==> src/rtl/pose_target_velocity_controller_macros.svh <==
// Assertion macros shared by the pose controller RTL.
// Depends on nothing; included by files that carry concurrent assertions.
`ifndef POSE_TARGET_VELOCITY_CONTROLLER_MACROS_SVH
`define POSE_TARGET_VELOCITY_CONTROLLER_MACROS_SVH

// Same-cycle implication, disabled while reset is asserted.
`define PTVC_ASSERT_IMP(lbl, clk, rst_n, ante, cons, msg) \
    lbl: assert property (@(posedge clk) disable iff (!rst_n) (ante) |-> (cons)) \
        else $error(msg);

// Next-cycle implication, disabled while reset is asserted.
`define PTVC_ASSERT_NXT(lbl, clk, rst_n, ante, cons, msg) \
    lbl: assert property (@(posedge clk) disable iff (!rst_n) (ante) |=> (cons)) \
        else $error(msg);

`endif

==> src/rtl/ptvc_ram.sv <==
// Generic single-write, single-read synchronous RAM with registered read data.
// Depends on nothing; holds the per-link target poses.
`default_nettype none

module ptvc_ram #(
    parameter int unsigned WIDTH = 160,
    parameter int unsigned DEPTH = 16
) (
    input  wire logic                                i_clk,
    input  wire logic                                i_we,
    input  wire logic [(DEPTH>1?$clog2(DEPTH):1)-1:0] i_waddr,
    input  wire logic [WIDTH-1:0]                    i_wdata,
    input  wire logic                                i_re,
    input  wire logic [(DEPTH>1?$clog2(DEPTH):1)-1:0] i_raddr,
    output logic      [WIDTH-1:0]                    o_rdata
);

    logic [WIDTH-1:0] r_mem [DEPTH];

    // Write port and registered read port.
    always_ff @(posedge i_clk) begin
        if (i_we) begin
            r_mem[i_waddr] <= i_wdata;
        end
        if (i_re) begin
            o_rdata <= r_mem[i_raddr];
        end
    end

endmodule

`default_nettype wire

==> config.mk <==
export PLATFORM = sky130hd
export DESIGN_NAME = ptvc_ram
export DESIGN_NICKNAME = d
export VERILOG_FILES = /design/src/rtl/pose_target_velocity_controller_macros.svh /design/src/rtl/ptvc_ram.sv
export SDC_FILE = /design/constraint.sdc
export NUM_CORES = 2
export LEC_CHECK = 0
export BUFFER_PORTS_ARGS = -buffer_cell sky130_fd_sc_hd__buf_4
export CORE_ASPECT_RATIO = 0.75
export CORE_MARGIN = 2
export CORE_UTILIZATION = 30
export CTS_CLUSTER_SIZE = 16
export DETAILED_ROUTE_END_ITERATION = 10
export PLACE_DENSITY = 0.52
export SKIP_CTS_REPAIR_TIMING = 1
export SYNTH_ARGS = -nofsm -noshare
export SYNTH_HDL_FRONTEND = slang
export SYNTH_SLANG_ARGS = --single-unit
==> constraint.sdc <==
create_clock -name i_clk -period 14.21 [get_ports i_clk]
set_clock_uncertainty 0.15 [all_clocks]
set_input_delay 1.421 -clock i_clk [delete_from_list [all_inputs] [get_ports i_clk]]
set_output_delay 1.421 -clock i_clk [all_outputs]
set_load 0.01 [all_outputs]
==> results.md <==
* CP Cell Sequence: buf_8 > buf_4 > buf_12 > buf_4 > mux4_2 > a22oi_1 > nand2_1
* Power Dens Cells at 145.7 mW/mm^2
* Reg2Reg Depth at 3
* Crit path required time at 14620 ps
* Most used cell, CP: buf_4
* Final Worst Setup Slack at 9395 ps
* Final #Nets at just under 5k
* Via Count at 46.35k
* Post-DR wirelength/cell at roughly 29 microns
* Met1 Usage GRT at 20.67%
* Hold Path Class: register to register
* DP Area at 0.1090 sq mm
* Met2 Resource Use GR at 26.14%
* Net switching power at between 3 and 4 mW
* Post-Layout Cell Count at ~9.4k
* Die Wd at about 670 microns
* Crit Path Class: input pin to register
* Clk pin slew, worst setup/hold paths at 60 ps
* Worst-path maximum fanout at 86
* Peak VDD IR at ~0.084 mV
* CP Launch Type: input pin
* Overall Global Routing Usage at 15.44%
* Worst R2R End: o_rdata[4]
* Slew @ Worst Pin at 1228 ps
* Drt pass-1 iters at 5
* Max_cap viols at 0
* Status: finished, final reports clean
* Kind of end point of the critical path: register
* Slew Limit Fails at 0
* Power share of the sequential group at a little over half
* Storage cell area at 0.08168 sq mm
* Clock power frac at 42.2%
* Routed Antenna Nets at 0
* Initial DRC Count at 4526
* Crit-path slowest cell: buf_4
* Routability cong. at 0.6848
* Largest family of logic cells by synthesized area: multiplexers
* Post-synthesis compound-gate area fraction at 2.542%
* Vias in the first global route at ~48k
* Combinational power share at 4.9%
* Register area share after synthesis at a little over 80%
* FF+latch count, synth at 2720
* Via density at around 4.9
* Ratio of cells with drive above 1 in the final layout at 30.98%
* Clk_lat worst skew at about 860 ps
* Chip height at 506.3 microns
* Post-synthesis adder-cell area fraction at 0%
* RSZ-0062 raised after global routing: false
* Initial Util at 30.12%
* Commonest non-fill, non-tap cells in the layout: edfxtp_1, mux4_2, buf_4
* DRC errors left at 0
* GR Util met3 at about 2.6%
* Post-route cell area at 0.1180 sq mm
* Worst relative slew slack at 18.12%
* Die area at 0.3410 sq mm
* CP peak stage delay at ~890 ps
* Area grow syn2layout at 16.92%
* CTS tree: built
* Period minus WS final at 4815 ps
* Yosys warning count at 0
* CTS buffer count at ~280
* CTS root buf: clkbuf_16
* Sw frac at 21.22%
* Simple-gate area share of the yosys netlist at 0.9077%
* DP Cell Count at 8861
* Hpwl dp at about 130000 microns
* CTS H-tree lvls at 5
* Final-layout fill cell count at 30.66k
* Final Hold Fails at 0
* F_max at about 0.21 GHz
* Most common cell after layout, fill and taps aside: edfxtp_1
* Antenna violations before repair at 48
* Int Pwr at 13.54 mW
* Core footprint at 0.3350 sq mm
* Post-Route WL at 268800 microns
* Final Setup Violations at 0
* Gr busiest metal: met2
* Synthesized area at 0.1009 sq mm
* Largest net degree at the start of global routing at between 100 and 150
* Fin crit share at 33.89%
* Crit Reg-Reg Startpoint: r_mem[5][4]
* Num ports at ~330
* CP startpoint: i_raddr[0]
* Synth Instances at 4191
* Std cell rows at 184
* Hold path endpoint: o_rdata[140]
* Netlist cell types at 26
* PortBufs at 330
* Global-route wire length before repair at about 380000 microns
* Crit path DAT at 5220 ps
* Multiplexer share of the synthesized area at roughly 15%
* Multi-input logic area at 0.01830 sq mm
* CTS sink count at 2720
* Hold Path Cell Cnt at 3
* DP Worst Slack at 8436 ps
* Synth Area in XOR/XNOR at 0%
* Clock buffer depth at 4
* Worst hold start: r_mem[12][140]
* Synthesized net count at 4362
* GR Overflow Total at 0
* P_leak at 36.85 nW
* Reg-to-reg slack, setup at 12280 ps
* Syn Area/Cell at 24.08 sq um
* Setup TNS at 0 ps
==> worst max-delay path: cells and delay by family <==
family | cells | cell delay [ps]
buf+inv | 4 | 2530
mux | 1 | 600
simple gates | 1 | 100
compound gates | 1 | 230
==> cell families (layout without fill, tap and decap cells) <==
group,after synthesis,after routing
DFF,2720,2720
buffers and inverters,222,925
muxes,711,711
AOI/OAI and AO/OA,339,339
and+or+nand+nor,199,199
other,0,11
==> power groups by stage <==
stage	Sequential [mW]	Combinational (mW)	Clock [mW]
floorplan	9.29	0.433	0
global placement	9.27	0.850	0
detailed placement	9.28	0.862	0
CTS	9.11	0.863	7.46
global route	9.12	0.907	7.75
finish	9.11	0.838	7.25
==> flip-flops by register name, summed over array words and instances, names as in the netlist <==
signal / flops
r_mem: 2560
o_rdata: 160
==> Yosys cell counts <==
| master | count | share of area [%] |
|---|---|---|
| a221oi_1 | 17 | 0.15 |
| a22oi_1 | 266 | 2.0 |
| and2_1 | 3 | 0.019 |
| buf_1 | 9 | 0.033 |
| buf_2 | 104 | 0.52 |
| buf_4 | 27 | 0.20 |
| buf_6 | 2 | 0.022 |
| clkbuf_1 | 80 | 0.30 |
| edfxtp_1 | 2720 | 81 |
| mux2_2 | 81 | 0.90 |
| mux2i_1 | 35 | 0.35 |
| mux4_2 | 595 | 13 |
| nand2_1 | 117 | 0.44 |
| nand2b_1 | 21 | 0.13 |
| nand3_1 | 1 | 0.0050 |
| nand3b_1 | 2 | 0.015 |
| nor2_1 | 14 | 0.052 |
| nor2_2 | 1 | 0.0062 |
| nor2b_1 | 34 | 0.21 |
| nor3_1 | 4 | 0.020 |
| o21ai_0 | 17 | 0.084 |
| o21ai_1 | 2 | 0.0099 |
| o221ai_1 | 28 | 0.24 |
| o22a_1 | 9 | 0.078 |
| or2_2 | 1 | 0.0062 |
| or3b_2 | 1 | 0.0087 |
==> layout make-up <==
class,count,share of cell area [%]
clock buffers,341,6.295
multi-input cells,1249,15.51
diodes,11,0.02333
well taps,4464,4.734
flip-flops and latches,2720,69.23
repair buffers,428,2.940
clock inverters,156,1.265
==> layer usage <==
| layer | routed length (microns) | up-vias | share of wire (%) |
|---|---|---|---|
| li1 | - | 19068 | - |
| met1 | 114100 | 25553 | 42 |
| met2 | 134800 | 1309 | 50 |
| met3 | 13430 | 390 | 5.0 |
| met4 | 6174 | 32 | 2.3 |
| met5 | 189 | - | 0.070 |
==> how the worst max path moves through the flow <==
stage                               to  slack [ps]  cells past startpoint
after floorplan            r_mem[0][0]         460                      2
after global placement    o_rdata[115]        8450                      7
after detailed placement  o_rdata[125]        8440                      7
after CTS                 o_rdata[115]        9350                      7
after global routing      o_rdata[115]        9050                      7
final                     o_rdata[115]        9390                      7
==> stage by stage <==
step | util (%) | power, mW | hold WS (ps)
2_1_floorplan | - | 9.722 | 560.3
3_3_place_gp | 32.55 | 10.12 | 580.2
3_5_place_dp | 32.55 | 10.14 | 580.1
4_1_cts | 35.21 | 17.43 | 561.5
5_1_grt | 35.22 | 17.77 | 580.2
6_report | 35.22 | 17.19 | 572.7
(Power assumes the default switching activity.)
