**config.mk**
```make
export PLATFORM = sky130hd
export DESIGN_NAME = ptvc_sqrt
export DESIGN_NICKNAME = d
export VERILOG_FILES = /design/src/rtl/pose_target_velocity_controller_macros.svh /design/src/rtl/ptvc_pkg.sv /design/src/rtl/ptvc_sqrt.sv
export SDC_FILE = /design/constraint.sdc
export NUM_CORES = 1
export LEC_CHECK = 0
export CAP_MARGIN = 20
export CORE_MARGIN = 3
export CORE_UTILIZATION = 60
export DETAILED_ROUTE_END_ITERATION = 12
export DONT_BUFFER_PORTS = 1
export PLACE_DENSITY_LB_ADDON = 0.1
export SLEW_MARGIN = 20
export SYNTH_ARGS = -nofsm -noshare
export SYNTH_HDL_FRONTEND = slang
export SYNTH_SLANG_ARGS = --single-unit
```
**constraint.sdc**
```tcl
create_clock -name i_clk -period 3.3 [get_ports i_clk]
set_input_delay 0.495 -clock i_clk [delete_from_list [all_inputs] [get_ports i_clk]]
set_output_delay 0.495 -clock i_clk [all_outputs]
set_load 0.02 [all_outputs]
```
**src/rtl/pose_target_velocity_controller_macros.svh**
```systemverilog
// Assertion macros shared by the pose controller RTL.
// Depends on nothing; included by files that carry concurrent assertions.
`ifndef POSE_TARGET_VELOCITY_CONTROLLER_MACROS_SVH
`define POSE_TARGET_VELOCITY_CONTROLLER_MACROS_SVH

// Same-cycle implication, disabled while reset is asserted.
`define PTVC_ASSERT_IMP(lbl, clk, rst_n, ante, cons, msg) \
    lbl: assert property (@(posedge clk) disable iff (!rst_n) (ante) |-> (cons)) \
        else $error(msg);

// Next-cycle implication, disabled while reset is asserted.
`define PTVC_ASSERT_NXT(lbl, clk, rst_n, ante, cons, msg) \
    lbl: assert property (@(posedge clk) disable iff (!rst_n) (ante) |=> (cons)) \
        else $error(msg);

`endif

```
**src/rtl/ptvc_pkg.sv**
```systemverilog
// Shared constants, codes and arithmetic helpers of the pose controller.
// Depends on nothing; imported by every module of the block but the RAM.
`default_nettype none

package ptvc_pkg;

    // Field widths.
    localparam int unsigned POS_W   = 32;
    localparam int unsigned Q_W     = 16;
    localparam int unsigned GAIN_W  = 16;
    localparam int unsigned PDB_W   = 31;
    localparam int unsigned RDB_W   = 19;
    localparam int unsigned LINK_W  = 4;
    localparam int unsigned CFG_AW  = 2;
    localparam int unsigned CFG_DW  = 32;
    localparam int unsigned TGT_W   = 3 * POS_W + 4 * Q_W;

    // Iterative unit sizes.
    localparam int unsigned SQRT_IN_W  = 64;
    localparam int unsigned SQRT_OUT_W = 32;
    localparam int unsigned DIV_NUM_W  = 47;
    localparam int unsigned DIV_DEN_W  = 31;
    localparam int unsigned DIV_Q_W    = 17;
    localparam int unsigned CORDIC_N   = 24;

    // Item function codes.
    localparam logic FUNC_STORE  = 1'b0;
    localparam logic FUNC_UPDATE = 1'b1;

    // Configuration register indexes.
    localparam logic [CFG_AW-1:0] CFG_LIN_GAIN = 2'd0;
    localparam logic [CFG_AW-1:0] CFG_ANG_GAIN = 2'd1;
    localparam logic [CFG_AW-1:0] CFG_POS_DB   = 2'd2;
    localparam logic [CFG_AW-1:0] CFG_ROT_DB   = 2'd3;

    // Register reset values: gains 10.0 in Q8.8, deadbands 0.1 in Q.16.
    localparam logic [GAIN_W-1:0] LIN_GAIN_RST = 16'd2560;
    localparam logic [GAIN_W-1:0] ANG_GAIN_RST = 16'd2560;
    localparam logic [PDB_W-1:0]  POS_DB_RST   = 31'd6554;
    localparam logic [RDB_W-1:0]  ROT_DB_RST   = 19'd6554;

    // Fixed-point constants.
    localparam logic signed [Q_W-1:0] Q_ONE   = 16'sd16384;
    localparam logic signed [31:0]    W_ONE   = 32'sd268435456;
    localparam logic signed [31:0]    PI_Q24  = 32'sd52707179;

    // Arctangent table in Q.24 for the CORDIC steps.
    function automatic logic signed [31:0] atan_q24(input logic [4:0] idx);
        logic signed [31:0] r;
        case (idx)
            5'd0:    r = 32'sd13176795;
            5'd1:    r = 32'sd7778716;
            5'd2:    r = 32'sd4110060;
            5'd3:    r = 32'sd2086331;
            5'd4:    r = 32'sd1047214;
            5'd5:    r = 32'sd524117;
            5'd6:    r = 32'sd262123;
            5'd7:    r = 32'sd131069;
            5'd8:    r = 32'sd65536;
            5'd9:    r = 32'sd32768;
            5'd10:   r = 32'sd16384;
            5'd11:   r = 32'sd8192;
            5'd12:   r = 32'sd4096;
            5'd13:   r = 32'sd2048;
            5'd14:   r = 32'sd1024;
            5'd15:   r = 32'sd512;
            5'd16:   r = 32'sd256;
            5'd17:   r = 32'sd128;
            5'd18:   r = 32'sd64;
            5'd19:   r = 32'sd32;
            5'd20:   r = 32'sd16;
            5'd21:   r = 32'sd8;
            5'd22:   r = 32'sd4;
            5'd23:   r = 32'sd2;
            default: r = 32'sd0;
        endcase
        return r;
    endfunction

    // Clamp a quaternion component to the unit range.
    function automatic logic signed [Q_W-1:0] clamp_q(input logic signed [Q_W-1:0] v);
        logic signed [Q_W-1:0] r;
        if (v > Q_ONE) begin
            r = Q_ONE;
        end else if (v < -Q_ONE) begin
            r = -Q_ONE;
        end else begin
            r = v;
        end
        return r;
    endfunction

    // Saturate a wide signed value to 32 bits.
    function automatic logic [31:0] sat32(input logic signed [63:0] v);
        logic [31:0] r;
        if (v > 64'sd2147483647) begin
            r = 32'h7fff_ffff;
        end else if (v < -64'sd2147483648) begin
            r = 32'h8000_0000;
        end else begin
            r = v[31:0];
        end
        return r;
    endfunction

endpackage

`default_nettype wire

```
**src/rtl/ptvc_sqrt.sv**
```systemverilog
// Iterative integer square root, two radicand bits per cycle.
// Depends on ptvc_pkg for widths.
`default_nettype none

module ptvc_sqrt
    import ptvc_pkg::*;
(
    input  wire logic                  i_clk,
    input  wire logic                  i_rst_n,
    input  wire logic                  i_start,
    input  wire logic [SQRT_IN_W-1:0]  i_radicand,
    output logic                       o_done,
    output logic [SQRT_OUT_W-1:0]      o_root
);

    localparam int unsigned REM_W = SQRT_OUT_W + 3;

    logic                  r_busy;
    logic                  r_done;
    logic [4:0]            r_cnt;
    logic [SQRT_IN_W-1:0]  r_num;
    logic [REM_W-1:0]      r_rem;
    logic [SQRT_OUT_W-1:0] r_root;
    logic [REM_W-1:0]      w_rem_sh;
    logic [REM_W-1:0]      w_trial;

    // Bring down the next two radicand bits and try the next root bit.
    assign w_rem_sh = {r_rem[REM_W-3:0], r_num[SQRT_IN_W-1 -: 2]};
    assign w_trial  = {1'b0, r_root, 2'b01};

    // Control state.
    always_ff @(posedge i_clk) begin
        if (!i_rst_n) begin
            r_busy <= 1'b0;
            r_done <= 1'b0;
            r_cnt  <= '0;
        end else begin
            r_done <= r_busy && (r_cnt == 5'd31);
            if (i_start) begin
                r_busy <= 1'b1;
                r_cnt  <= '0;
            end else if (r_busy) begin
                r_cnt <= r_cnt + 5'd1;
                if (r_cnt == 5'd31) begin
                    r_busy <= 1'b0;
                end
            end
        end
    end

    // Datapath.
    always_ff @(posedge i_clk) begin
        if (i_start) begin
            r_num  <= i_radicand;
            r_rem  <= '0;
            r_root <= '0;
        end else if (r_busy) begin
            r_num <= {r_num[SQRT_IN_W-3:0], 2'b00};
            if (w_rem_sh >= w_trial) begin
                r_rem  <= w_rem_sh - w_trial;
                r_root <= {r_root[SQRT_OUT_W-2:0], 1'b1};
            end else begin
                r_rem  <= w_rem_sh;
                r_root <= {r_root[SQRT_OUT_W-2:0], 1'b0};
            end
        end
    end

    assign o_done = r_done;
    assign o_root = r_root;

endmodule

`default_nettype wire

```
==> summary.md, run 1 <==
| Metric | Value |
|---|---|
| Via density | `5.804` |
| Layout cells sized above 1 | `0.1740` |
| CORE AREA | `about 12000 um^2` |
| GRT met2 Usage | `0.3671` |
| Max-slew headroom | `0.2932` |
| Reg power frac | `0.279` |
| Cells on worst reg2reg path | `11` |
| Resized cells post-CTS | `0` |
| Synth Area per Inst | `between 10 and 15 um^2` |
| Fmax | `about 340 MHz` |
| Standard-cell row count | `40` |
| Met1 Track Usage GR | `0.2658` |
| Critical path launch point type | `register` |
| Cts hold-fix bufs | `0` |
| Most frequent cells in the layout | `nor2_1 (79), dfxtp_1 (71), edfxtp_1 (64)` |
| Logic pwr share | `0.477` |
| Area grow syn2layout | `11.44%` |
| Worst min path class | `in -> reg` |
| Gr usage total | `0.2226` |
| Clock-pin slew on the worst setup and hold paths | `approximately 0.06 ns` |
| DR pass1 iterations | `5` |
| Slew @ Worst Pin | `between 1 and 1.5 ns` |
| Top FF cell, synth | `dfxtp_1` |
| Final period utilization | `0.8908` |
| Die Area | `between 10000 and 15000 um^2` |
| Fin. Hold Viols | `0` |
| Drt wl/cell | `16.58 um` |
| Critical Path Source | `o_root[0]` |
| GP Congestion | `a little over 0.9` |
| Routed WL | `~15000 um` |
| Nature of the critical path endpoint | `register` |
| Min Tclk post-route | `2.940 ns` |
| Crit Reg-Reg Startpoint | `o_root[0]` |
| Port bufs | `0` |
| DRT iter0 DRCs | `between 300 and 400` |
| Internal power | `roughly 4.7 mW` |
| CTS tree | `yes` |
| Arrival @ worst endpoint | `between 3 and 4 ns` |
| Final net count | `approximately 840` |
| Post-synthesis register bit count | `roughly 140` |
| Post-Syn Area | `7446 um^2` |
| Via count | `about 5300` |
| Busiest grt layer | `met2` |
| Htree depth | `4` |
| Pins Over Slew Limit | `0` |
| Clock share of power | `0.244` |
| Post-synthesis net count | `a little over 800` |
| Setup Buffers After CTS | `0` |
| Power, Total | `7.581 mW` |
| Largest net degree at the start of global routing | `128` |
| Post-Synthesis Cells | `725` |
| Bufs on Longest Clock Path | `2` |
| Chip height | `117.4 um` |
| CP max FO | `22` |
| Grt met3 use | `0.08534` |
| Setup violations, final | `0` |
| Max-Cap Viols | `0` |
| Most common cell after layout, fill and taps aside | `nor2_1` |
| Switch share | `0.3745` |
| FF-to-FF setup slack | `around 0.36 ns` |
| Distinct cells, synth | `56` |
| Final Worst Setup Slack | `~0.36 ns` |
| Cell taking the most area after synthesis | `edfxtp_1` |
| Hold path start | `i_start` |
| Worst path required time | `around 3.6 ns` |
| Critical path capture point | `r_rem[25]` |
| Vias in the first global route | `approximately 5300` |
| Psw | `approximately 2.8 mW` |
| Routed Antenna Nets | `0` |
| Clock sinks | `136` |
| First-pass GRT wire length | `between 20000 and 30000 um` |
| Synth top area cells | `edfxtp_1 (26%), dfxtp_1 (19%), mux2_2 (9.5%)` |
| RSZ-0062 raised after global routing | `false` |
| Reg2reg end | `r_rem[25]` |
| Initial antenna violation count | `0` |
| Post-synth EDFFs | `between 60 and 70` |
| Setup_tns | `0 ns` |
| Worst Setup Slack post-DPL | `about 0.39 ns` |
| DRC viols | `0` |
| Final core occ | `0.6880` |
| Maximum resistive drop on vdd | `roughly 580 uV` |
| WS Path Type | `reg -> reg` |
| Root buffer cell | `clkbuf_16` |
| Skew-Pair Late Insertion Delay | `approximately 0.42 ns` |
| Ys Warns | `0` |
| P_leak | `3.293 nW` |
| Io pins | `100` |
| Status | `completed` |
| Worst Hold Margin | `roughly 0.16 ns` |
| Synth top area share | `0.2581` |
| Sequential-to-total area share from yosys stat | `0.4517` |
| Final HPWL DP | `10280 um` |
| Total CTS buffers | `17` |
| FFs w/ async S/R, synth | `0` |
| Power per cell area | `roughly 910 nW/um^2` |
| Clock skew | `between 0.009 and 0.01 ns` |
| Chip width | `approximately 120 um` |
| Initial Util | `0.6173` |
| GRT Residual Overflow | `0` |
| # diodes | `0` |
final cells by class:
cell class              instances  area, um^2
clock inverters                13       146.4
clock buffers                  18       429.2
multi-input cells             509        3765
well taps                     168       210.2
flip-flops and latches        136        3367
inverters                      44       165.2
fillers                       929        3764
repair buffers                 27       215.2
worst min-delay path by stage:
stage / endpoint / slack (ns) / cells after the start
6_report: o_root[0] / 0.16 / 1
5_1_grt: o_root[0] / 0.15 / 1
4_1_cts: r_rem[6] / 0.14 / 1
3_5_place_dp: r_rem[32] / 0.47 / 2
3_3_place_gp: r_rem[32] / 0.45 / 2
2_1_floorplan: r_rem[32] / 0.44 / 2
power by group through the flow:
stage               combinational (mW)  sequential, mW  clock, mW
floorplan                         2.89            2.11          0
global placement                  3.51            2.14          0
detailed placement                3.56            2.15          0
CTS                               3.59            2.11       1.88
global route                      3.97            2.14       1.96
finish                            3.61            2.12       1.85
synthesized netlist by cell type, types with 3 or more instances:
master and instances:
a211oi_1 20, a21o_1 14, a21oi_1 34, a31oi_1 4, and2_1 5, and3_1 5, buf_2 5, clkbuf_1 29
dfxtp_1 72, edfxtp_1 64, ha_1 36, inv_1 44, mux2_2 63, mux2i_1 52, nand2_1 42, nand2b_1 10
nand3_1 9, nand4_1 8, nor2_1 79, nor3_1 10, o211ai_1 8, o21a_1 6, o21ai_0 22, o21bai_1 3
o31a_1 7, o31ai_1 4, or3_1 6, xnor2_1 18, xor2_1 11
per-layer routing:
| metal | wire length [um] | vias to the layer above |
|---|---|---|
| li1 | - | 2640 |
| met1 | 6560 | 2490 |
| met2 | 7278 | 150 |
| met3 | 1006 | 31 |
| met4 | 321 | 0 |
| met5 | 0 | - |
registers in the layout, indices dropped and copies added (netlist names):
signal,flops
o_done,1
o_root,32
r_cnt,5
r_busy,1
r_rem,33
r_num,64
critical path: stages (launching register included):
cell and delay, ns:
dfxtp_1 0.33, inv_1 0.04, ha_1 0.37, o211ai_1 0.27
o211ai_2 0.15, a21oi_1 0.40, o31ai_2 0.12, a21oi_1 0.32
o41ai_4 0.14, buf_12 0.20, or3_1 0.40, o211ai_1 0.12
cell families (layout without fill, tap and decap cells):
family          Yosys count  count (layout)  synth area share
mux                     115             115            0.1652
flops                   136             136            0.4517
simple gates            187             187            0.1149
compound gates          142             142            0.1309
fa+ha+maj                36              36           0.06049
buf+inv                  80             102           0.04268
xor+xnor                 29              29           0.03411
per-stage QoR:
| step | area (um^2) | cells |
|---|---|---|
| floorplan | 7446 | 725 |
| global placement | 7722 | 884 |
| detailed placement | 7722 | 884 |
| CTS | 8298 | 915 |
| global route | 8298 | 915 |
| finish | 8298 | 915 |
No activity file was read; power rests on OpenSTA's default activity.
==> run 2: changes to the inputs <==
--- a/config.mk
+++ b/config.mk
@@ -6,8 +6,10 @@
 export NUM_CORES = 1
 export LEC_CHECK = 0
 export CAP_MARGIN = 20
+export CELL_PAD_IN_SITES_DETAIL_PLACEMENT = 1
+export CELL_PAD_IN_SITES_GLOBAL_PLACEMENT = 1
 export CORE_MARGIN = 3
-export CORE_UTILIZATION = 60
+export CORE_UTILIZATION = 50
 export DETAILED_ROUTE_END_ITERATION = 12
 export DONT_BUFFER_PORTS = 1
 export PLACE_DENSITY_LB_ADDON = 0.1
==> run 2 against run 1 <==
Critical endpoint is now r_rem[13]; clock skew about the same; non-clock buffer count up 10; first-iteration DRC count down 27%; final area up 1.0%; routed wire length up 15%; critical path depth down 1; sequential share of layout area down 0.40 points; core utilization down 9.8 points; sequential power about the same; global-route usage up 0.20 points.
==> summary.md, run 2 (synthesized netlist as in run 1, its figures left out) <==
| Metric | Value |
|---|---|
| RSZ-0062 raised after global routing | `false` |
| Final HPWL DP | `11800 um (+15%)` |
| Initial antenna violation count | `0 (unchanged)` |
| Gr usage total | `0.2246 (+0.001968)` |
| Fmax | `332.2 MHz (-2.3%)` |
| Max-slew headroom | `0.3235 (+0.03036)` |
| Routed WL | `17410 um (+15%)` |
| Max-Cap Viols | `0 (unchanged)` |
| Skew-Pair Late Insertion Delay | `0.42 ns (about the same)` |
| Worst path cell trace | `inv_1, ha_1, nand2_1, or3_1, o31ai_2, a21oi_1, o41ai_4, buf_4, mux2i_1, a211oi_1` |
| GRT Residual Overflow | `0 (unchanged)` |
| Most frequent cells in the layout | `nor2_1 (79), dfxtp_1 (71), edfxtp_1 (64)` |
| Chip height | `128.0 um (+9.1%)` |
| WS Path Type | `reg -> reg` |
| Power per cell area | `914.9 nW/um^2 (+0.14%)` |
| FILL cells | `1551 (+67%)` |
| Port bufs | `0 (unchanged)` |
| Cts hold-fix bufs | `0 (unchanged)` |
| Most common cell after layout, fill and taps aside | `nor2_1` |
| Worst path required time | `3.56 ns (-0.08 ns)` |
| Cell family with most CP delay | `compound AO/OA/AOI/OAI gates` |
| CP max FO | `17 (-23%)` |
| Root buffer cell | `clkbuf_16` |
| Largest net degree at the start of global routing | `128 (unchanged)` |
| Clock share of power | `0.244 (about the same)` |
| Routed Antenna Nets | `0 (unchanged)` |
| DRC viols | `0 (unchanged)` |
| Clock-pin slew on the worst setup and hold paths | `0.06 ns (about the same)` |
| Most flop-heavy register | `r_num` |
| Layout cells sized above 1 | `0.1860 (+0.01199)` |
| Hold path start | `i_start` |
| Logic pwr share | `0.479 (+0.002)` |
| Standard-cell row count | `43 (+7.5%)` |
| Slew @ Worst Pin | `1.015 ns (-0.04554 ns)` |
| Initial Util | `0.5242 (-0.09310)` |
| Clock sinks | `136 (unchanged)` |
| Via density | `5.769 (-0.62%)` |
| Min Tclk post-route | `3.010 ns (+0.07012 ns)` |
| Status | `completed` |
| Worst min path class | `in -> reg` |
| Final net count | `848 (+1.2%)` |
| Worst path slowest cell | `or3_1` |
| Die Area | `16390 um^2 (+19%)` |
| Placed Area | `7800 um^2 (+1.0%)` |
| DRT iter0 DRCs | `234 (-27%)` |
| Psw | `2.986 mW (+5.2%)` |
| Nature of the critical path endpoint | `register` |
| Area grow syn2layout | `12.55%` |
| Bufs on Longest Clock Path | `2 (unchanged)` |
| Total CTS buffers | `17 (unchanged)` |
| Maximum resistive drop on vdd | `940.5 uV (+61%)` |
| Critical path launch point type | `register` |
| Pins Over Slew Limit | `0 (unchanged)` |
| First-pass GRT wire length | `29360 um (+16%)` |
| Crit-path max cell delay | `0.44 ns (+0.04 ns)` |
| Final period utilization | `0.9121 (+0.02125)` |
| Buffer and inverter count on the worst path | `2 (unchanged)` |
| Crit Reg-Reg Startpoint | `o_root[13]` |
| DR pass1 iterations | `4 (-1)` |
| Io pins | `100 (unchanged)` |
| Arrival @ worst endpoint | `3.27 ns (about the same)` |
| Drt wl/cell | `18.56 um (+12%)` |
| Internal power | `4.681 mW (-1.3%)` |
| Vias in the first global route | `5845 (+9.7%)` |
| # diodes | `0 (unchanged)` |
| Via count | `5411 (+1.9%)` |
| Setup violations, final | `0 (unchanged)` |
| CORE AREA | `14200 um^2 (+18%)` |
| Fin. Hold Viols | `0 (unchanged)` |
| Switch share | `0.3895 (+0.01496)` |
| Setup_tns | `0 ns (unchanged)` |
| Largest register FFs | `64 (unchanged)` |
| Reg power frac | `0.277 (-0.002)` |
| Finished Cell Area | `8381 um^2 (+1.0%)` |
| GP Congestion | `0.8504 (-6.1%)` |
| Clock skew | `0.009989 ns (+0.0001022 ns)` |
| Critical Path Source | `o_root[13]` |
| Htree depth | `4 (unchanged)` |
| Chip width | `128.0 um (+9.1%)` |
| P_leak | `3.344 nW (+1.5%)` |
| CTS tree | `yes` |
-- run 2: worst register-to-register path, cell delays in order (launching register included) --
cell      delay [ns]
dfxtp_1         0.33
inv_1           0.05
ha_1            0.38
nand2_1         0.13
or3_1           0.44
o31ai_2         0.30
a21oi_1         0.17
o41ai_4         0.31
buf_4           0.36
mux2i_1         0.28
a211oi_1        0.10
-- run 2: path summary, 6_finish.rpt --
| check | to | slack (ns) | depth (start not counted) |
|---|---|---|---|
| hold reg to reg | r_rem[32] | 0.49 | 2 |
| hold / removal | o_root[31] | 0.18 | 1 |
| setup reg to reg | r_rem[13] | 0.29 | 10 |
| setup / recovery | r_rem[13] | 0.29 | 10 |
-- run 2: cell type report --
cell class	instances	area (um^2)	share of cell area
Inverter	44	165.2	0.01971
Sequential cell	136	3367	0.4018
Timing Repair Buffer	37	281.5	0.03359
Multi-Input combinational cell	509	3765	0.4492
Clock buffer	18	429.2	0.05121
Clock inverter	14	147.6	0.01762
Tap cell	180	225.2	0.02687
-- run 2: stage by stage --
step | hold WS (ns) | cells | util | setup WS [ns] | power (mW)
after global routing | 0.1316 | 938 | 0.5900 | 0.02207 | 8.195
after floorplan | 0.4396 | 725 | - | 0.5082 | 5.001
after detailed placement | 0.4871 | 906 | 0.5492 | 0.2761 | 5.751
after global placement | 0.4583 | 906 | 0.5492 | 0.3670 | 5.660
final | 0.1769 | 938 | 0.5900 | 0.2902 | 7.667
after CTS | 0.1326 | 938 | 0.5898 | 0.2222 | 7.700
-- run 2: repair_timing --
item                       in CTS  in global routing
gates resized for setup         0                  1
setup endpoints to repair       0                  1
buffers inserted                0                  0
-- run 2: power groups by stage --
stage	clock network [mW]	registers [mW]	logic (mW)
global route	1.98	2.15	4.07
floorplan	0	2.11	2.89
detailed placement	0	2.15	3.60
global placement	0	2.14	3.52
CTS	1.91	2.12	3.66
finish	1.87	2.12	3.67
-- run 2: layer usage --
layer	global-route usage	share of wire	vias to the layer above
met4	0.06991	0.018	0
met3	0.07750	0.059	27
met2	0.3743	0.49	114
met1	0.2746	0.43	2607
met5	0	0	-
li1	-	-	2663
