`src/rtl/pose_target_velocity_controller_macros.svh`:
```
// Assertion macros shared by the pose controller RTL.
// Depends on nothing; included by files that carry concurrent assertions.
`ifndef POSE_TARGET_VELOCITY_CONTROLLER_MACROS_SVH
`define POSE_TARGET_VELOCITY_CONTROLLER_MACROS_SVH

// Same-cycle implication, disabled while reset is asserted.
`define PTVC_ASSERT_IMP(lbl, clk, rst_n, ante, cons, msg) \
    lbl: assert property (@(posedge clk) disable iff (!rst_n) (ante) |-> (cons)) \
        else $error(msg);

// Next-cycle implication, disabled while reset is asserted.
`define PTVC_ASSERT_NXT(lbl, clk, rst_n, ante, cons, msg) \
    lbl: assert property (@(posedge clk) disable iff (!rst_n) (ante) |=> (cons)) \
        else $error(msg);

`endif

```
`src/rtl/ptvc_pkg.sv`:
```
// Shared constants, codes and arithmetic helpers of the pose controller.
// Depends on nothing; imported by every module of the block but the RAM.
`default_nettype none

package ptvc_pkg;

    // Field widths.
    localparam int unsigned POS_W   = 32;
    localparam int unsigned Q_W     = 16;
    localparam int unsigned GAIN_W  = 16;
    localparam int unsigned PDB_W   = 31;
    localparam int unsigned RDB_W   = 19;
    localparam int unsigned LINK_W  = 4;
    localparam int unsigned CFG_AW  = 2;
    localparam int unsigned CFG_DW  = 32;
    localparam int unsigned TGT_W   = 3 * POS_W + 4 * Q_W;

    // Iterative unit sizes.
    localparam int unsigned SQRT_IN_W  = 64;
    localparam int unsigned SQRT_OUT_W = 32;
    localparam int unsigned DIV_NUM_W  = 47;
    localparam int unsigned DIV_DEN_W  = 31;
    localparam int unsigned DIV_Q_W    = 17;
    localparam int unsigned CORDIC_N   = 24;

    // Item function codes.
    localparam logic FUNC_STORE  = 1'b0;
    localparam logic FUNC_UPDATE = 1'b1;

    // Configuration register indexes.
    localparam logic [CFG_AW-1:0] CFG_LIN_GAIN = 2'd0;
    localparam logic [CFG_AW-1:0] CFG_ANG_GAIN = 2'd1;
    localparam logic [CFG_AW-1:0] CFG_POS_DB   = 2'd2;
    localparam logic [CFG_AW-1:0] CFG_ROT_DB   = 2'd3;

    // Register reset values: gains 10.0 in Q8.8, deadbands 0.1 in Q.16.
    localparam logic [GAIN_W-1:0] LIN_GAIN_RST = 16'd2560;
    localparam logic [GAIN_W-1:0] ANG_GAIN_RST = 16'd2560;
    localparam logic [PDB_W-1:0]  POS_DB_RST   = 31'd6554;
    localparam logic [RDB_W-1:0]  ROT_DB_RST   = 19'd6554;

    // Fixed-point constants.
    localparam logic signed [Q_W-1:0] Q_ONE   = 16'sd16384;
    localparam logic signed [31:0]    W_ONE   = 32'sd268435456;
    localparam logic signed [31:0]    PI_Q24  = 32'sd52707179;

    // Arctangent table in Q.24 for the CORDIC steps.
    function automatic logic signed [31:0] atan_q24(input logic [4:0] idx);
        logic signed [31:0] r;
        case (idx)
            5'd0:    r = 32'sd13176795;
            5'd1:    r = 32'sd7778716;
            5'd2:    r = 32'sd4110060;
            5'd3:    r = 32'sd2086331;
            5'd4:    r = 32'sd1047214;
            5'd5:    r = 32'sd524117;
            5'd6:    r = 32'sd262123;
            5'd7:    r = 32'sd131069;
            5'd8:    r = 32'sd65536;
            5'd9:    r = 32'sd32768;
            5'd10:   r = 32'sd16384;
            5'd11:   r = 32'sd8192;
            5'd12:   r = 32'sd4096;
            5'd13:   r = 32'sd2048;
            5'd14:   r = 32'sd1024;
            5'd15:   r = 32'sd512;
            5'd16:   r = 32'sd256;
            5'd17:   r = 32'sd128;
            5'd18:   r = 32'sd64;
            5'd19:   r = 32'sd32;
            5'd20:   r = 32'sd16;
            5'd21:   r = 32'sd8;
            5'd22:   r = 32'sd4;
            5'd23:   r = 32'sd2;
            default: r = 32'sd0;
        endcase
        return r;
    endfunction

    // Clamp a quaternion component to the unit range.
    function automatic logic signed [Q_W-1:0] clamp_q(input logic signed [Q_W-1:0] v);
        logic signed [Q_W-1:0] r;
        if (v > Q_ONE) begin
            r = Q_ONE;
        end else if (v < -Q_ONE) begin
            r = -Q_ONE;
        end else begin
            r = v;
        end
        return r;
    endfunction

    // Saturate a wide signed value to 32 bits.
    function automatic logic [31:0] sat32(input logic signed [63:0] v);
        logic [31:0] r;
        if (v > 64'sd2147483647) begin
            r = 32'h7fff_ffff;
        end else if (v < -64'sd2147483648) begin
            r = 32'h8000_0000;
        end else begin
            r = v[31:0];
        end
        return r;
    endfunction

endpackage

`default_nettype wire

```
`src/rtl/ptvc_div.sv`:
```
// Restoring divider for the rotation axis, one quotient bit per cycle.
// Depends on ptvc_pkg; the numerator's upper part must lie below the divisor.
`default_nettype none

module ptvc_div
    import ptvc_pkg::*;
(
    input  wire logic                 i_clk,
    input  wire logic                 i_rst_n,
    input  wire logic                 i_start,
    input  wire logic [DIV_NUM_W-1:0] i_num,
    input  wire logic [DIV_DEN_W-1:0] i_den,
    output logic                      o_done,
    output logic [DIV_Q_W-1:0]        o_quot
);

    localparam int unsigned REM_W = DIV_DEN_W + 1;

    logic                 r_busy;
    logic                 r_done;
    logic [4:0]           r_cnt;
    logic [REM_W-1:0]     r_rem;
    logic [DIV_Q_W-1:0]   r_nlo;
    logic [DIV_Q_W-1:0]   r_quot;
    logic [DIV_DEN_W-1:0] r_den;
    logic [REM_W-1:0]     w_rem_sh;
    logic                 w_fit;

    assign w_rem_sh = {r_rem[DIV_DEN_W-1:0], r_nlo[DIV_Q_W-1]};
    assign w_fit    = (w_rem_sh >= {1'b0, r_den});

    // Control state.
    always_ff @(posedge i_clk) begin
        if (!i_rst_n) begin
            r_busy <= 1'b0;
            r_done <= 1'b0;
            r_cnt  <= '0;
        end else begin
            r_done <= r_busy && (r_cnt == 5'(DIV_Q_W - 1));
            if (i_start) begin
                r_busy <= 1'b1;
                r_cnt  <= '0;
            end else if (r_busy) begin
                r_cnt <= r_cnt + 5'd1;
                if (r_cnt == 5'(DIV_Q_W - 1)) begin
                    r_busy <= 1'b0;
                end
            end
        end
    end

    // Shift-subtract datapath.
    always_ff @(posedge i_clk) begin
        if (i_start) begin
            r_rem  <= REM_W'(i_num[DIV_NUM_W-1:DIV_Q_W]);
            r_nlo  <= i_num[DIV_Q_W-1:0];
            r_den  <= i_den;
            r_quot <= '0;
        end else if (r_busy) begin
            r_nlo  <= {r_nlo[DIV_Q_W-2:0], 1'b0};
            r_quot <= {r_quot[DIV_Q_W-2:0], w_fit};
            r_rem  <= w_fit ? (w_rem_sh - {1'b0, r_den}) : w_rem_sh;
        end
    end

    assign o_done = r_done;
    assign o_quot = r_quot;

endmodule

`default_nettype wire

```
`config.mk`:
```
export PLATFORM = sky130hd
export DESIGN_NAME = ptvc_div
export DESIGN_NICKNAME = d
export VERILOG_FILES = /design/src/rtl/pose_target_velocity_controller_macros.svh /design/src/rtl/ptvc_pkg.sv /design/src/rtl/ptvc_div.sv
export SDC_FILE = /design/constraint.sdc
export NUM_CORES = 1
export LEC_CHECK = 0
export BUFFER_PORTS_ARGS = -buffer_cell sky130_fd_sc_hd__buf_2
export CAP_MARGIN = 10
export CORE_MARGIN = 2
export CORE_UTILIZATION = 60
export DETAILED_ROUTE_END_ITERATION = 8
export GPL_TIMING_DRIVEN = 0
export PLACE_DENSITY = 0.95
export SYNTH_ARGS = -nofsm -noshare
export SYNTH_HDL_FRONTEND = slang
export SYNTH_SLANG_ARGS = --single-unit
```
`constraint.sdc`:
```
create_clock -name i_clk -period 6.29 [get_ports i_clk]
set_clock_uncertainty 0.2 [all_clocks]
set_input_delay 1.258 -clock i_clk [delete_from_list [all_inputs] [get_ports i_clk]]
set_output_delay 1.258 -clock i_clk [all_outputs]
set_load 0.02 [all_outputs]
```
==> impl_metrics.env, run 1 <==
export IMPL_yosysUniqueCellTypes=63
export IMPL_hold_class="reg2reg"
export IMPL_rsz0062_at_grt="no"
export IMPL_relSlewSlack_pct=22.3
export IMPL_gp_congestion=0.926
export IMPL_synthToLayoutAreaGrowth_pct=14.8
export IMPL_use_met2_pct=47.7
export IMPL_synth_seq_area_share_pct=47.3
export IMPL_crit_top_cell="clkbuf_1"
export IMPL_power_internal_uw=1490
export IMPL_synth_async_reset_ratio_pct=0
export IMPL_max_cap_viol_count=0
export IMPL_final_cell_mix="buf_2, edfxtp_1, a21oi_1, nor2_1, inv_1"
export IMPL_setup_ws_ns=2.11
export IMPL_overflow=0
export IMPL_end_kind="flip-flop"
export IMPL_swShare_pct=37.5
export IMPL_io_pins=99
export IMPL_tightest_slew_ns=1.16
export IMPL_status="complete, no violations"
export IMPL_cts_made_buffers=9
export IMPL_grt_pass1_wl_um=23800
export IMPL_start_util_pct=61.8
export IMPL_cts_tree="done"
export IMPL_hold_buffers=0
export IMPL_pwr_share_comb_pct=42.4
export IMPL_dr_pass1_iters=5
export IMPL_final_common_cell="buf_2"
export IMPL_grtUsageMet3_pct=9.52
export IMPL_coreArea_um2=9730
export IMPL_setup_violations=0
export IMPL_fmax_ghz=0.239
export IMPL_setup_tns_ns=0
export IMPL_crit_path_max_fanout=47
export IMPL_die_x_um=104
export IMPL_p_per_area_nw_per_um2=346
export IMPL_timing_critical_path_arrival_ns=3.99
export IMPL_synth_edf_count=78
export IMPL_ir_worst_vdd_uv=225
export IMPL_period_needed_ns=4.18
export IMPL_synth_fp_nets=700
export IMPL_cts_max_level=3
export IMPL_clkPwrFrac_pct=20.3
export IMPL_drc=0
export IMPL_maxSlewViolCount=0
export IMPL_synth_avg_cell_area_um2=10.3
export IMPL_worstSetupPathType="in2reg"
export IMPL_synth_flop_cell="edfxtp_1"
export IMPL_leakage_uw=0.00292
export IMPL_dp_hpwl_um=10400
export IMPL_yosysWarnings=0
export IMPL_nFillCells=748
export IMPL_placement_rows=36
export IMPL_grt_max_degree=48
export IMPL_antenna_found_initial=0
export IMPL_cp_slowest_stage_delay_ns=1.01
export IMPL_clk_pin_slew_worst_paths_ns=0.10
export IMPL_grt_pass1_vias=5136
export IMPL_insertion_delay_ns=0.40
export IMPL_synth_seq_cells=103
export IMPL_cts_path_max_buffers=2
export IMPL_viasPerCell=5.97
export IMPL_hold_viol_final=0
export IMPL_post_cts_resized=0
export IMPL_netlist_instances=585
export IMPL_clockRootBuffer="clkbuf_8"
export IMPL_cp_top_family="buffers and inverters"
export IMPL_critical_path_buf_inv_count=3
export IMPL_start_kind="input pin"
export IMPL_top_usage_layer="met2"
export IMPL_track_usage_pct=27.8
export IMPL_place_ws_ns=1.66
export IMPL_die_area_um2=10800
export IMPL_layout_drive_gt1_share_pct=21.5
export IMPL_grt_met1_usage_pct=32.3
export IMPL_power_switching_uw=896
export IMPL_critPathSlowestCell="or2_2"
export IMPL_io_buffers=98
export IMPL_routedWlPerCell_um=17.5
export IMPL_wl_um=14600
export IMPL_seqPwrFrac_pct=37.3
export IMPL_num_antenna_cells=0
export IMPL_crit_required_ns=6.10
export IMPL_drt_iter0_markers=318
export IMPL_synth_area_um2=6010
export IMPL_fin_crit_sh_pct=66.5
export IMPL_fp_dieH_um=104
export IMPL_cts_sinks=103
export IMPL_postRouteAntennaNets=0
export IMPL_vias=4969
export IMPL_cp_cell_sequence="buf_2 > clkbuf_1 > clkbuf_1 > or2_2"
export IMPL_postCtsSetupRepairBufs=0
export IMPL_nNetsFinal=809
==> power groups by stage <==
stage,registers (µW),logic [µW],clock network [µW]
after global routing,902,1110,519
after detailed placement,906,985,0
final,892,1010,485
after floorplan,891,753,0
after global placement,900,946,0
after CTS,892,995,493
==> cell type report <==
| cell class | instances | area [µm²] | share of cell area [%] |
|---|---|---|---|
| Multi-Input combinational cell | 406 | 2840 | 41.2 |
| Sequential cell | 103 | 2840 | 41.2 |
| Timing Repair Buffer | 98 | 490 | 7.11 |
| Tap cell | 133 | 166 | 2.41 |
| Buffer | 33 | 163 | 2.36 |
| Inverter | 43 | 161 | 2.34 |
| Clock buffer | 9 | 124 | 1.80 |
| Clock inverter | 7 | 109 | 1.58 |
==> registers in the layout, indices dropped and copies added (netlist names) <==
signal,cells
r_rem,31
r_busy,1
o_done,1
r_nlo,17
r_den,31
r_cnt,5
o_quot,17
==> tightest hold or removal path: stages, from the launching register on <==
cell and delay [ns]:
dfxtp_1 0.36, mux2i_1 0.07, nor2_1 0.07
==> stage by stage <==
step / hold slack, ns / power [µW] / utilization [%] / cell area (µm²) / instances
global placement: 0.280 / 1850 / 68.5 / 6670 / 816
floorplan: 0.279 / 1640 / - / 6010 / 585
CTS: 0.329 / 2380 / 70.9 / 6900 / 832
detailed placement: 0.294 / 1890 / 68.5 / 6670 / 816
global route: 0.339 / 2530 / 70.9 / 6900 / 832
finish: 0.328 / 2390 / 70.9 / 6900 / 832
==> synth_stat cells (3+ instances only) <==
cell | number | area, µm²
a2111oi_0 | 3 | 26.3
a211oi_1 | 5 | 37.5
a21o_1 | 11 | 82.6
a21oi_1 | 60 | 300
a2bb2oi_1 | 3 | 26.3
a31oi_1 | 8 | 50.1
and3_1 | 5 | 31.3
buf_1 | 3 | 11.3
buf_2 | 4 | 20.0
buf_6 | 4 | 45.0
clkbuf_1 | 21 | 78.8
dfxtp_1 | 25 | 500
edfxtp_1 | 78 | 2340
ha_1 | 33 | 413
inv_1 | 43 | 161
mux2_2 | 17 | 191
mux2i_1 | 18 | 180
nand2_1 | 24 | 90.1
nand2b_1 | 6 | 37.5
nand3_1 | 3 | 15.0
nand4_1 | 12 | 75.1
nor2_1 | 45 | 169
nor2b_1 | 8 | 50.1
nor3_1 | 9 | 45.0
o21a_1 | 25 | 188
o21ai_0 | 34 | 170
o21ai_1 | 6 | 30.0
o21bai_1 | 3 | 22.5
xnor2_1 | 12 | 105
xor2_1 | 14 | 123
==> cells by family (layout without fill, tap and decap cells) <==
kind of cell    count (synthesis)  after routing  share of synthesized area, %
compound gates                180            180                          19.1
xor+xnor                       26             26                          3.79
fa+ha+maj                      34             34                          7.20
buf+inv                        76            190                          5.39
flops                         103            103                          47.3
mux                            35             35                          6.18
simple gates                  131            131                          11.1
==> worst paths after layout <==
check / slack (ns) / start / depth (start not counted) / end
worst min register to register: 0.33 / o_quot[9] / 2 / o_quot[9]
worst min-delay path: 0.33 / o_quot[9] / 2 / o_quot[9]
worst max-delay path: 2.11 / i_start / 4 / r_rem[21]
worst max register to register: 2.80 / r_rem[1] / 10 / r_rem[21]
==> layer usage <==
metal / wire [µm] / up-vias
met1: 5930 / 2355
met5: 0 / -
li1: - / 2354
met4: 410 / 0
met2: 7030 / 218
met3: 1230 / 42
Note: power is estimated with default switching activity, not from simulation.
==> run 2, diff against run 1 <==
--- a/config.mk
+++ b/config.mk
@@ -8,10 +8,10 @@
 export BUFFER_PORTS_ARGS = -buffer_cell sky130_fd_sc_hd__buf_2
 export CAP_MARGIN = 10
 export CORE_MARGIN = 2
-export CORE_UTILIZATION = 60
+export CORE_UTILIZATION = 57
 export DETAILED_ROUTE_END_ITERATION = 8
 export GPL_TIMING_DRIVEN = 0
-export PLACE_DENSITY = 0.95
+export PLACE_DENSITY = 0.93
 export SYNTH_ARGS = -nofsm -noshare
 export SYNTH_HDL_FRONTEND = slang
 export SYNTH_SLANG_ARGS = --single-unit
==> constraint.sdc (replaced) <==
create_clock -name i_clk -period 4.1 [get_ports i_clk]
set_clock_uncertainty 0.2 [all_clocks]
set_input_delay 0.82 -clock i_clk [delete_from_list [all_inputs] [get_ports i_clk]]
set_output_delay 0.82 -clock i_clk [all_outputs]
set_load 0.02 [all_outputs]
==> run 2 against run 1 <==
- combinational power increased by 52%
- register-to-register slack got worse by 2.2 ns
- clock power increased by 30%
==> impl_metrics.env, run 2 (synthesis results as in run 1) <==
export IMPL_reg2reg_from="r_nlo[16]"
export IMPL_top_usage_layer="met2"
export IMPL_leakage_uw=0.00291
export IMPL_maxSlewViolCount=0
export IMPL_antenna_found_initial=0
export IMPL_die_area_um2=11400
export IMPL_grt_met1_usage_pct=33.1
export IMPL_coreArea_um2=10300
export IMPL_fmax_ghz=0.281
export IMPL_hold_viol_final=0
export IMPL_io_pins=99
export IMPL_critPathSlowestCell="clkbuf_1"
export IMPL_drt_iter0_markers=341
export IMPL_clockRootBuffer="clkbuf_8"
export IMPL_final_common_cell="buf_2"
export IMPL_rsz0062_at_grt="no"
export IMPL_crit_required_ns=3.99
export IMPL_grt_max_degree=48
export IMPL_place_inst=819
export IMPL_grtUsageMet3_pct=6.50
export IMPL_relSlewSlack_pct=44.9
export IMPL_cp_endpoint="r_rem[19]"
export IMPL_status="complete, no violations"
export IMPL_r2r_slack_ns=0.61
export IMPL_timing_critical_path_arrival_ns=3.45
export IMPL_start_kind="input pin"
export IMPL_hold_class="reg2reg"
export IMPL_fp_dieH_um=107
export IMPL_crit_path_max_fanout=34
export IMPL_wl_um=14200
export IMPL_tightest_slew_ns=0.827
export IMPL_insertion_delay_ns=0.40
export IMPL_clk_pin_slew_worst_paths_ns=0.10
export IMPL_largestRegisters="r_den (31), r_rem (31)"
export IMPL_dp_hpwl_um=10400
export IMPL_crit_top_cell="clkbuf_1"
export IMPL_postCtsSetupRepairBufs=0
export IMPL_setup_violations=0
export IMPL_crit_start="i_start"
export IMPL_drc=0
export IMPL_dr_pass1_iters=5
export IMPL_hold_buffers=0
export IMPL_viasPerCell=5.91
export IMPL_placement_rows=37
export IMPL_cts_max_level=3
export IMPL_fin_crit_sh_pct=86.7
export IMPL_grt_pass1_vias=4976
export IMPL_die_x_um=107
export IMPL_final_cells=836
export IMPL_hold_worst_slack_ns=0.331
export IMPL_grt_pass1_wl_um=23600
export IMPL_cts_sinks=103
export IMPL_vias=4940
export IMPL_layout_drive_gt1_share_pct=21.6
export IMPL_ff2ff_path_depth=12
export IMPL_post_cts_resized=0
export IMPL_ir_worst_vdd_uv=323
export IMPL_end_kind="flip-flop"
export IMPL_p_per_area_nw_per_um2=513
export IMPL_max_cap_viol_count=0
export IMPL_start_util_pct=58.5
export IMPL_final_core_util_pct=67.0
export IMPL_cts_path_max_buffers=2
export IMPL_use_met2_pct=42.4
export IMPL_nNetsFinal=810
export IMPL_cp_slowest_stage_delay_ns=0.65
export IMPL_final_cell_mix="buf_2, edfxtp_1, a21oi_1, nor2_1, inv_1"
export IMPL_routedWlPerCell_um=17.0
export IMPL_r2r_end="r_rem[17]"
export IMPL_cts_made_buffers=9
export IMPL_worstSetupPathType="in2reg"
export IMPL_io_buffers=98
export IMPL_num_antenna_cells=0
export IMPL_postRouteAntennaNets=0
export IMPL_synthToLayoutAreaGrowth_pct=14.5
export IMPL_period_needed_ns=3.55
export IMPL_gp_congestion=0.951
export IMPL_track_usage_pct=26.5
export IMPL_cp_cell_sequence="buf_2 > clkbuf_1 > clkbuf_1 > or2_2 > buf_12"
export IMPL_cts_tree="done"
export IMPL_overflow=0
[run 2: how the worst min path moves through the flow]
stage	startpoint	endpoint	cells after the start
6_report	o_quot[16]	o_quot[16]	2
3_3_place_gp	o_quot[16]	o_quot[16]	2
5_1_grt	r_nlo[15]	r_nlo[16]	1
4_1_cts	o_quot[3]	o_quot[3]	2
2_1_floorplan	r_cnt[4]	r_cnt[4]	2
3_5_place_dp	o_quot[16]	o_quot[16]	2
[run 2: area by class of cell]
cell class              count  area, µm²
plain buffers              33        163
well taps                 136        170
fillers                   819       3400
clock buffers              10        138
inverters                  43        161
clock inverters             6       52.6
flip-flops and latches    103       2840
multi-input cells         406       2840
repair buffers             99        510
[run 2: metrics by stage]
stage               setup slack [ns]  setup TNS [ns]  power [µW]  instance area [µm²]
floorplan                       1.19               0        2520                 6010
global placement              0.0183               0        2820                 6670
detailed placement            -0.119           -5.50        2890                 6670
CTS                            0.341               0        3510                 6860
global route                   0.404               0        3760                 6880
finish                         0.547               0        3530                 6880
[run 2: layer usage]
layer	wire [µm]	share of wire, %
met5	0	0
met4	480	3.4
met3	1090	7.7
met2	6650	47
met1	5990	42
[run 2: worst max-delay path, delay by kind of cell]
kind	cells	cell delay, ns
AND/OR/NAND/NOR	1	0.65
buffers and inverters	4	1.96
[run 2: power by group]
part | switching [µW] | internal (µW) | leakage [µW] | total (µW)
combinational | 897 | 639 | 0.00184 | 1540
sequential | 69.9 | 1300 | 0.000975 | 1370
clock | 384 | 247 | 0.0000963 | 631
==> run 3, diff against run 2 <==
--- a/config.mk
+++ b/config.mk
@@ -8,10 +8,11 @@
 export BUFFER_PORTS_ARGS = -buffer_cell sky130_fd_sc_hd__buf_2
 export CAP_MARGIN = 10
 export CORE_MARGIN = 2
-export CORE_UTILIZATION = 57
+export CORE_UTILIZATION = 59
+export CTS_BUF_LIST = sky130_fd_sc_hd__clkbuf_8
 export DETAILED_ROUTE_END_ITERATION = 8
 export GPL_TIMING_DRIVEN = 0
-export PLACE_DENSITY = 0.93
+export PLACE_DENSITY = 0.83
 export SYNTH_ARGS = -nofsm -noshare
 export SYNTH_HDL_FRONTEND = slang
 export SYNTH_SLANG_ARGS = --single-unit
==> run 3 against run 2 <==
- global-route usage shrank 0.24 points
- power grew 0.87%
- critical path depth shrank 1
- core utilization grew 3.0 points
- worst hold slack lost 0.0057 ns
- die area shrank 3.3%
- via count shrank 1.7%
- flip-flop and latch count is the same
- sequential share of layout area grew 0.053 points
- clock power grew 5.7%
- worst setup slack lost 0.14 ns
- largest cell class unchanged
==> impl_metrics.env, run 3 (synthesis results as in run 1) <==
export IMPL_p_per_area_nw_per_um2=519
export IMPL_status="complete, no violations"
export IMPL_crit_required_ns=3.90
export IMPL_clk_pin_slew_worst_paths_ns=0.11
export IMPL_power_internal_uw=2220
export IMPL_start_kind="input pin"
export IMPL_gp_congestion=0.928
export IMPL_crit_start="i_start"
export IMPL_grt_pass1_vias=4937
export IMPL_setup_violations=0
export IMPL_hold_viol_final=0
export IMPL_synthToLayoutAreaGrowth_pct=14.3
export IMPL_end_kind="flip-flop"
export IMPL_top_usage_layer="met2"
export IMPL_dp_hpwl_um=10000
export IMPL_overflow=0
export IMPL_die_x_um=105
export IMPL_power_switching_uw=1340
export IMPL_rsz0062_at_grt="no"
export IMPL_clkPwrFrac_pct=18.7
export IMPL_fmax_ghz=0.271
export IMPL_coreArea_um2=9820
export IMPL_io_pins=99
export IMPL_drt_iter0_markers=273
export IMPL_r2r_end="r_rem[21]"
export IMPL_vias=4857
export IMPL_cts_made_buffers=9
export IMPL_track_usage_pct=26.3
export IMPL_use_met2_pct=43.9
export IMPL_hold_class="reg2reg"
export IMPL_placement_rows=36
export IMPL_hold_end="o_quot[0]"
export IMPL_wl_um=14000
export IMPL_cts_max_level=3
export IMPL_ir_worst_vdd_uv=317
export IMPL_dr_pass1_iters=5
export IMPL_nNetsFinal=809
export IMPL_leakage_uw=0.00291
export IMPL_cts_path_max_buffers=2
export IMPL_grt_max_degree=48
export IMPL_cts_tree="done"
export IMPL_drc=0
export IMPL_post_cts_resized=0
export IMPL_holdPathStages=2
export IMPL_layout_drive_gt1_share_pct=21.3
export IMPL_clockRootBuffer="clkbuf_8"
export IMPL_setup_tns_ns=0
export IMPL_hold_buffers=0
export IMPL_place_ws_ns=-0.0802
export IMPL_swShare_pct=37.7
export IMPL_maxSlewViolCount=0
export IMPL_postRouteAntennaNets=0
export IMPL_grt_met1_usage_pct=32.2
export IMPL_fp_dieH_um=105
export IMPL_reg2reg_from="r_nlo[16]"
export IMPL_final_cell_mix="buf_2, edfxtp_1, a21oi_1, nor2_1, inv_1"
export IMPL_relSlewSlack_pct=21.4
export IMPL_ff2ff_path_depth=12
export IMPL_insertion_delay_ns=0.40
export IMPL_viasPerCell=5.84
export IMPL_postCtsSetupRepairBufs=0
export IMPL_grt_pass1_wl_um=22900
export IMPL_crit_path_max_fanout=47
export IMPL_max_cap_viol_count=0
export IMPL_num_antenna_cells=0
export IMPL_cts_sinks=103
export IMPL_setup_ws_ns=0.407
export IMPL_seqPwrFrac_pct=38.2
export IMPL_r2r_slack_ns=0.58
export IMPL_nFillCells=773
export IMPL_routedWlPerCell_um=16.8
export IMPL_final_common_cell="buf_2"
export IMPL_period_needed_ns=3.69
export IMPL_timing_critical_path_arrival_ns=3.50
export IMPL_grtUsageMet3_pct=7.80
export IMPL_worstHoldStart="o_quot[0]"
export IMPL_fin_crit_sh_pct=90.1
export IMPL_die_area_um2=11000
export IMPL_start_util_pct=61.2
export IMPL_antenna_found_initial=0
export IMPL_largestRegisters="r_den (31), r_rem (31)"
export IMPL_pwr_share_comb_pct=43.0
export IMPL_worstSetupPathType="in2reg"
export IMPL_io_buffers=98
export IMPL_tightest_slew_ns=1.18
[run 3: changes by cell type in the layout (fill, tap and decap cells not counted)]
| cell | delta |
|---|---|
| buf_12 | -1 |
| clkbuf_8 | -1 |
| bufinv_16 | +1 |
| clkinv_2 | -1 |
| inv_1 | +1 |
[run 3: stage by stage]
stage	total power [µW]	cell area (µm²)	hold WS [ns]	utilization (%)	cells
floorplan	2520	6010	0.279	-	585
global placement	2830	6670	0.273	67.9	816
detailed placement	2890	6670	0.299	67.9	816
CTS	3550	6870	0.331	70.0	832
global route	3780	6870	0.367	70.0	832
finish	3560	6870	0.325	70.0	832
[run 3: worst max-delay path by stage]
stage	end	slack, ns	cells after the start
2_1_floorplan	r_rem[26]	1.19	12
3_3_place_gp	r_nlo[5]	0.07	4
3_5_place_dp	r_rem[19]	-0.08	4
4_1_cts	r_rem[17]	0.36	4
5_1_grt	r_nlo[6]	0.25	4
6_report	r_rem[17]	0.41	4
[run 3: cell type report]
class                   instances  area [µm²]  area share, %
inverters                      43         161           2.35
multi-input cells             406        2840           41.4
flip-flops and latches        103        2840           41.4
well taps                     133         166           2.42
clock inverters                 7        81.3           1.18
clock buffers                   9         124           1.80
repair buffers                 98         490           7.14
plain buffers                  33         163           2.37
[run 3: power by group through the flow]
stage / combinational (µW) / clock (µW) / sequential [µW]
2_1_floorplan: 1150 / 0 / 1370
3_3_place_gp: 1450 / 0 / 1380
3_5_place_dp: 1510 / 0 / 1380
4_1_cts: 1510 / 681 / 1360
5_1_grt: 1690 / 714 / 1380
6_report: 1530 / 667 / 1360
[run 3: critical path: stages]
cell	delay [ns]
buf_2	0.63
clkbuf_1	0.40
clkbuf_1	0.59
or2_2	1.02
[run 3: layer usage]
layer / wire length (µm) / vias up
li1: - / 2354
met1: 5980 / 2295
met3: 1090 / 26
met4: 309 / 0
met2: 6600 / 182
met5: 0 / -
